==> src/sv/scpc_pkg.sv <==
// ============================================================================
// scpc_pkg - shared types and constants
// Widths, register indexes, reset values and control structs used across the
// strain-compliant position controller.
// ============================================================================
`default_nettype none

package scpc_pkg;

    // motors
    localparam int MOTOR_COUNT   = 4;
    localparam int MOTOR_W       = 2;
    localparam int STRAIN_OFFSET = 126;

    // field widths
    localparam int POS_W    = 16;
    localparam int STRAIN_W = 8;
    localparam int TIME_W   = 20;
    localparam int DZ_W     = 16;
    localparam int CG_W     = 16;
    localparam int GAIN_W   = 24;
    localparam int LIMIT_W  = 15;
    localparam int CMD_W    = 16;
    localparam int FILT_W   = 18;

    // configuration port
    localparam int CFG_IDX_W  = 3;
    localparam int CFG_DATA_W = 24;

    // internal datapath widths
    localparam int SX_W     = STRAIN_W + 1;           // strain less offset
    localparam int P1_W     = SX_W + TIME_W + 1;      // strain * dt
    localparam int P2_W     = FILT_W + TIME_W + 1;    // prev * a
    localparam int NUM_W    = P2_W + 1;               // filter numerator
    localparam int DEN_W    = TIME_W + 1;             // a + dt
    localparam int QUO_W    = FILT_W;                 // filter quotient magnitude
    localparam int DVD_W    = QUO_W + DEN_W;          // divider dividend
    localparam int CNT_W    = 5;
    localparam int DX_W     = FILT_W + 1;
    localparam int CGH_W    = CG_W + 1 + FILT_W;      // gain * held strain
    localparam int ERR_W    = CGH_W + 1;
    localparam int EMAG_W   = ERR_W - 2;
    localparam int EHALF_W  = EMAG_W / 2;
    localparam int PP_W     = EHALF_W + GAIN_W;
    localparam int RSUM_W   = EMAG_W + GAIN_W + 1;
    localparam int ROUND_SH = 32;
    localparam int RMAG_W   = RSUM_W - ROUND_SH;
    localparam int POS_SH   = 12;
    localparam int STRAIN_SH = 8;

    // register reset values
    localparam logic [TIME_W-1:0]  FILTER_TIME_RST = TIME_W'(300000);
    localparam logic [DZ_W-1:0]    DEADZONE_RST    = DZ_W'(77);
    localparam logic [CG_W-1:0]    COMPLIANCE_RST  = CG_W'(1638);

    typedef enum logic [CFG_IDX_W-1:0] {
        CFG_FILTER_TIME  = 3'd0,
        CFG_DEADZONE     = 3'd1,
        CFG_COMPLIANCE   = 3'd2,
        CFG_FINGER_GAIN  = 3'd3,
        CFG_SPREAD_GAIN  = 3'd4,
        CFG_FINGER_LIMIT = 3'd5,
        CFG_SPREAD_LIMIT = 3'd6
    } cfg_idx_t;

    typedef struct packed {
        logic [TIME_W-1:0]  filter_time_us;
        logic [DZ_W-1:0]    strain_deadzone;
        logic [CG_W-1:0]    compliance_gain;
        logic [GAIN_W-1:0]  finger_gain;
        logic [GAIN_W-1:0]  spread_gain;
        logic [LIMIT_W-1:0] finger_limit;
        logic [LIMIT_W-1:0] spread_limit;
    } cfg_t;

    typedef enum logic [3:0] {
        ST_IDLE,
        ST_MUL,
        ST_SUM,
        ST_ABS,
        ST_DIV,
        ST_FIX,
        ST_DEAD,
        ST_EMUL,
        ST_ESUM,
        ST_GMUL,
        ST_GSUM,
        ST_OUT
    } state_t;

    typedef struct packed {
        logic load_in;
        logic mul;
        logic sum;
        logic div_start;
        logic fix;
        logic dead;
        logic emul;
        logic esum;
        logic gmul;
        logic gsum;
        logic load_out;
    } cmd_t;

    typedef struct packed {
        logic div_busy;
    } sts_t;

endpackage

`default_nettype wire

==> src/sv/scpc_ctrl.sv <==
// ============================================================================
// scpc_ctrl - sequencing state machine
// Steps one request through the datapath and owns the output valid flag.
// ============================================================================
`default_nettype none

module scpc_ctrl (
    input  wire logic            clk,
    input  wire logic            rst_n,
    input  wire logic            in_valid,
    output logic                 in_ready,
    output logic                 out_valid,
    input  wire logic            out_ready,
    output scpc_pkg::cmd_t       cmd,
    input  wire scpc_pkg::sts_t  sts
);

    scpc_pkg::state_t state_reg, state_next;
    logic             out_valid_reg, out_valid_next;
    logic             out_free;

    assign out_free = ~out_valid_reg | out_ready;

    // next state
    always_comb
    begin
        state_next = state_reg;
        case (state_reg)
            scpc_pkg::ST_IDLE: if (in_valid) state_next = scpc_pkg::ST_MUL;
            scpc_pkg::ST_MUL:  state_next = scpc_pkg::ST_SUM;
            scpc_pkg::ST_SUM:  state_next = scpc_pkg::ST_ABS;
            scpc_pkg::ST_ABS:  state_next = scpc_pkg::ST_DIV;
            scpc_pkg::ST_DIV:  if (!sts.div_busy) state_next = scpc_pkg::ST_FIX;
            scpc_pkg::ST_FIX:  state_next = scpc_pkg::ST_DEAD;
            scpc_pkg::ST_DEAD: state_next = scpc_pkg::ST_EMUL;
            scpc_pkg::ST_EMUL: state_next = scpc_pkg::ST_ESUM;
            scpc_pkg::ST_ESUM: state_next = scpc_pkg::ST_GMUL;
            scpc_pkg::ST_GMUL: state_next = scpc_pkg::ST_GSUM;
            scpc_pkg::ST_GSUM: state_next = scpc_pkg::ST_OUT;
            scpc_pkg::ST_OUT:  if (out_free) state_next = scpc_pkg::ST_IDLE;
            default:           state_next = scpc_pkg::ST_IDLE;
        endcase
    end

    // outputs
    always_comb
    begin
        cmd      = '0;
        in_ready = 1'b0;
        case (state_reg)
            scpc_pkg::ST_IDLE:
            begin
                in_ready    = 1'b1;
                cmd.load_in = in_valid;
            end
            scpc_pkg::ST_MUL:  cmd.mul       = 1'b1;
            scpc_pkg::ST_SUM:  cmd.sum       = 1'b1;
            scpc_pkg::ST_ABS:  cmd.div_start = 1'b1;
            scpc_pkg::ST_DIV:  cmd.fix       = ~sts.div_busy;
            scpc_pkg::ST_FIX:  cmd.dead      = 1'b1;
            scpc_pkg::ST_DEAD: cmd.emul      = 1'b1;
            scpc_pkg::ST_EMUL: cmd.esum      = 1'b1;
            scpc_pkg::ST_ESUM: cmd.gmul      = 1'b1;
            scpc_pkg::ST_GMUL: cmd.gsum      = 1'b1;
            scpc_pkg::ST_GSUM: cmd.load_out  = 1'b0;
            scpc_pkg::ST_OUT:  cmd.load_out  = out_free;
            default:           cmd           = '0;
        endcase
        out_valid_next = cmd.load_out | (out_valid_reg & ~out_ready);
    end

    always_ff @(posedge clk or negedge rst_n)
    begin
        if (!rst_n)
        begin
            state_reg     <= scpc_pkg::ST_IDLE;
            out_valid_reg <= 1'b0;
        end
        else
        begin
            state_reg     <= state_next;
            out_valid_reg <= out_valid_next;
        end
    end

    assign out_valid = out_valid_reg;

endmodule

`default_nettype wire

==> config.mk <==
export PLATFORM = sky130hd
export DESIGN_NAME = scpc_ctrl
export DESIGN_NICKNAME = d
export VERILOG_FILES = /design/src/sv/scpc_pkg.sv /design/src/sv/scpc_ctrl.sv
export SDC_FILE = /design/constraint.sdc
export NUM_CORES = 1
export LEC_CHECK = 0
export BUFFER_PORTS_ARGS = -buffer_cell sky130_fd_sc_hd__buf_2
export CAP_MARGIN = 20
export CORE_AREA = 2 2 39 41
export DETAILED_ROUTE_END_ITERATION = 12
export DIE_AREA = 0 0 41 43
export PLACE_DENSITY_LB_ADDON = 0.15
export SLEW_MARGIN = 10
export SYNTH_ARGS = -nofsm -noshare
export SYNTH_HDL_FRONTEND = slang
export SYNTH_SLANG_ARGS = --single-unit
==> constraint.sdc <==
create_clock -name clk -period 1.22 [get_ports clk]
set_input_delay 0.061 -clock clk [delete_from_list [all_inputs] [get_ports clk]]
set_output_delay 0.061 -clock clk [all_outputs]
set_load 0.005 [all_outputs]
Word-level counts from Yosys, hierarchy flattened
Cells that the tools add are included.
{"block": "totals", "ff_bits": 5, "output_inout_bits": 13, "wordCells": 40}
{"block": "classes", "eq_ne": 14, "n_mux": 16, "bitwise_logic": 6, "n_reduce_logical": 2}
{"operator": "4-bit case mux with 12 select lines", "n": 1}
{"operator": "4-bit by 3-bit equality test with 1-bit output, second input constant", "n": 4}
{"operator": "4-bit equality test, second input constant", "n": 4}
{"operator": "1-bit 2-to-1 mux", "n": 12}
{"operator": "4-bit 2-to-1 mux", "n": 3}
{"operator": "4-bit by 2-bit equality test with 1-bit output, second input constant", "n": 2}
{"operator": "2-bit != test, second input constant", "n": 3}
{"operator": "4-bit by 1-bit equality test with 1-bit output, second input constant", "n": 1}
{"operator": "4-bit logical NOT", "n": 1}
{"operator": "1-bit NOT", "n": 3}
{"operator": "3-bit AND reduction", "n": 1}
{"operator": "1-bit bitwise OR", "n": 2}
{"operator": "1-bit AND", "n": 1}

Depth between registers and ports, before layout
{"block": "depth", "word_depth": 4, "ltp_mapped": 4, "depth_no_buf": 3}

Worst setup path after synthesis
OpenSTA, ideal clock, no wires.
{"block": "synth_timing", "kind": "reg2out", "from": "reg state_reg[0]", "to": "out cmd[10] (netlist bit)", "t_arrival_ns": 0.955, "required_time_ns": 1.159, "setup_slack_ns": 0.204, "stages_incl_launch_ff": 4, "n_path_buf": 1, "cell_sequence": "dfrtp_1 buf_2 nor4_4 and2_1"}
{"item": "from (decl)", "line_no": "scpc_ctrl.sv:18", "rtl": "scpc_pkg::state_t state_reg, state_next;"}
{"item": "from (signal assigned)", "line_no": "scpc_ctrl.sv:76", "rtl": "state_reg <= scpc_pkg::ST_IDLE;"}
{"item": "from (signal assigned)", "line_no": "scpc_ctrl.sv:81", "rtl": "state_reg <= state_next;"}
{"item": "to (decl)", "line_no": "scpc_ctrl.sv:14", "rtl": "output scpc_pkg::cmd_t cmd,"}

==> results.tsv <==
stage	metric	value	unit
final_layout	utilization	0.392	
die	die_area	0.00176	sq mm
setup_path	critPathKind	reg2out	
setup_path	worstPathRequired	1.16	ns
final_layout	n_antenna_cell	0	
yosys	synth.ff_latch_count	5	
yosys	yosysSeqAreaShare	0.364	
die	rows	14	
yosys	yosys_warnings	0	
clock_tree	htree_levels	1	
grt	grt_pass1_vias	365	
final_layout	layout-drive-gt1-share	0.569	
clock_tree	insertion_delay	0.24	ns
outcome	failed_checks	negative setup slack	
grt	antenna_found_initial	0	
die	core-area	0.00138	sq mm
placement	dp_hpwl	601	microns
setup_path	timing.rr.end	state_reg[1]$_DFFE_PN0P_	
die	num_io_pins	18	
sta	slew_viol_final	0	
drt	first_iter_violations	2	
setup_path	startpoint_type	flip-flop	
power_and_ir_drop	p_per_area	2660	mW/mm^2
yosys	synth_top_family_by_area	simple AND/OR/NAND/NOR gates	
die	die_height	43	microns
yosys	synth_fp_nets	46	
sta	grt_setup_unrepaired	yes	
sta	worst_slack	-0.0875	ns
grt	grt-ovfl-total	0	
power_and_ir_drop	leakage	0.000269	uW
final_layout	final_nets	71	
placement	routabilityCongestion	0.737	
yosys	synthSimpleGateAreaFrac	0.396	
final_layout	largest_reg_flops	4	
setup_path	endpoint_kind	output port	
drt	vias_per_cell	4.73	
setup_path	crit_start	state_reg[0]$_DFFE_PN0P_	
outcome	status	complete, but fails checks	
drt	drt.antenna.violating_nets	0	
clock_tree	path_clk_slew	0.04	ns
setup_path	r2r_slack	0.18	ns
yosys	synthesis.area	344	sq um
min_path	hold_class	in2reg	
sta	worst_slew_margin_rel	0.770	
placement	placed_area	439	sq um
setup_path	cp.arrival	1.25	ns
yosys	syn_avg_cell_area	8.39	sq um
drt	num_vias	383	
clock_tree	cts_buffer_depth	2	
grt	track_usage	0.125	
power_and_ir_drop	max-vdd-ir-drop	0.00108	V
clock_tree	cts_tree	yes	
drt	drt_wl_total	869	microns
sta	hold_viol	0	
sta	post-route-period-util	1.07	
drt	drcViolationCount	0	
yosys	synthMuxAreaShare	0	
sta	worst_pin_slew	0.344	ns
drt	wl_per_cell	10.7	microns
yosys	synth-xor-area-share	0.0255	
grt	grt_max_degree	9	
yosys	synth_compound_gate_area_share	0.142	
final_layout	synthToLayoutAreaGrowth	57.5	%
placement	io_buffers	17	
setup_path	reg2regPathDepth	3	
setup_path	cp_max_fo	7	
drt	drt_first_pass_iters	3	
yosys	yosys.area_share.adder	0	
sta	fin_worst_skew	0.00315	ns
die	die_w	41	microns
yosys	netlist_instances	41	
grt	grt_pass1_wl	1510	microns
sta	min_period	1.31	ns
setup_path	r2r-start	out_valid$_DFF_PN0_	
clock_tree	cts_sinks	5	
final_layout	stdcell_area	542	sq um
yosys	synth_cell_types	20	
sta	hold_ws	0.147	ns
clock_tree	clock-root-buffer	clkbuf_4	
die	start_util	0.249	
setup_path	endpoint	cmd[10]	
clock_tree	cts_buffers	3	
sta	finalSetupViolCount	3	
placement	dpl_worst_slack	0.0922	ns
sta	fmax	0.765	GHz
flow_run	max-cap-violations	0	
[metrics by stage]
step,cells,power (uW),setup TNS [ns]
final,81,1440,-0.0981
after global routing,81,1590,-0.736
after CTS,81,1440,-0.191
after detailed placement,72,1050,0
after global placement,72,1050,0
after floorplan,41,858,0
[cell usage after synthesis, drive strengths merged]
master / n / area share
nand2b: 4 / 0.080
a21boi: 1 / 0.022
nor4: 2 / 0.080
buf: 4 / 0.073
a211oi: 1 / 0.022
dfrtp: 5 / 0.36
nor3: 5 / 0.073
nand2: 3 / 0.040
o22ai: 2 / 0.036
nor2: 8 / 0.087
o22a: 1 / 0.025
o21bai: 1 / 0.022
xor2: 1 / 0.025
and2: 1 / 0.018
a21oi: 1 / 0.015
nor2b: 1 / 0.018
[final cells by class]
class | count | area (sq um)
Timing Repair Buffer | 24 | 144
Multi-Input combinational cell | 32 | 221
Sequential cell | 5 | 130
Tap cell | 16 | 20.0
Clock buffer | 4 | 26.3
Fill cell | 144 | 842
[worst max-delay path: stages (launching register included)]
cell	delay, ns
dfrtp_2	0.46
nor4_4	0.29
and2_1	0.15
buf_2	0.10
[report_power, final]
group	internal, uW	switching [uW]
Sequential	258	148
Clock	124	67.4
Combinational	445	399
Total	826	615
[placed cells by master (no fill, tap or decap)]
cell           instances
a21boi_0               1
dlygate4sd3_1          1
clkbuf_1               1
nor3_2                 3
clkbuf_4               3
nand2_1                2
buf_6                  1
a21oi_1                1
o22ai_1                2
o21bai_1               1
dfrtp_1                1
xor2_1                 1
nand2b_1               2
o22a_1                 1
dfrtp_2                4
and2_1                 1
nor2_1                 8
buf_2                 17
nor4_1                 1
nor2b_1                1
a211oi_1               1
nand2_2                1
nor4_4                 1
nand2b_4               2
buf_4                  5
nor3_1                 2
[repair_timing]
item | in CTS | in global routing
endpoints found under the setup margin | 12 | 12
setup buffers | 4 | 0
pin swaps | 0 | 2
endpoints found under the hold margin | 5 | 0
hold buffers | 1 | 0
resized for setup | 10 | 1
[how the worst min path moves through the flow]
stage / from / endpoint / slack, ns / depth (start not counted)
6_report: sts / state_reg[0]$_DFFE_PN0P_ / 0.15 / 3
5_1_grt: sts / state_reg[0]$_DFFE_PN0P_ / 0.17 / 3
4_1_cts: sts / state_reg[0]$_DFFE_PN0P_ / 0.14 / 3
3_5_place_dp: rst_n / out_valid$_DFF_PN0_ / -0.12 / 1
3_3_place_gp: rst_n / out_valid$_DFF_PN0_ / -0.12 / 1
2_1_floorplan: rst_n / out_valid$_DFF_PN0_ / -0.23 / 0
[cells by family (layout without fill, tap and decap cells)]
logic type,count (synthesis),after routing
flops,5,5
xor+xnor,1,1
buf+inv,4,28
simple gates,24,24
compound gates,7,7
[routing by layer]
metal | vias to the layer above | routed length (microns) | global-route usage
li1 | 188 | - | -
met1 | 186 | 388 | 0.156
met2 | 9 | 436 | 0.181
met3 | 0 | 45 | 0.0628
met4 | 0 | 0 | 0.0400
met5 | - | 0 | 0
(Power assumes the default switching activity.)
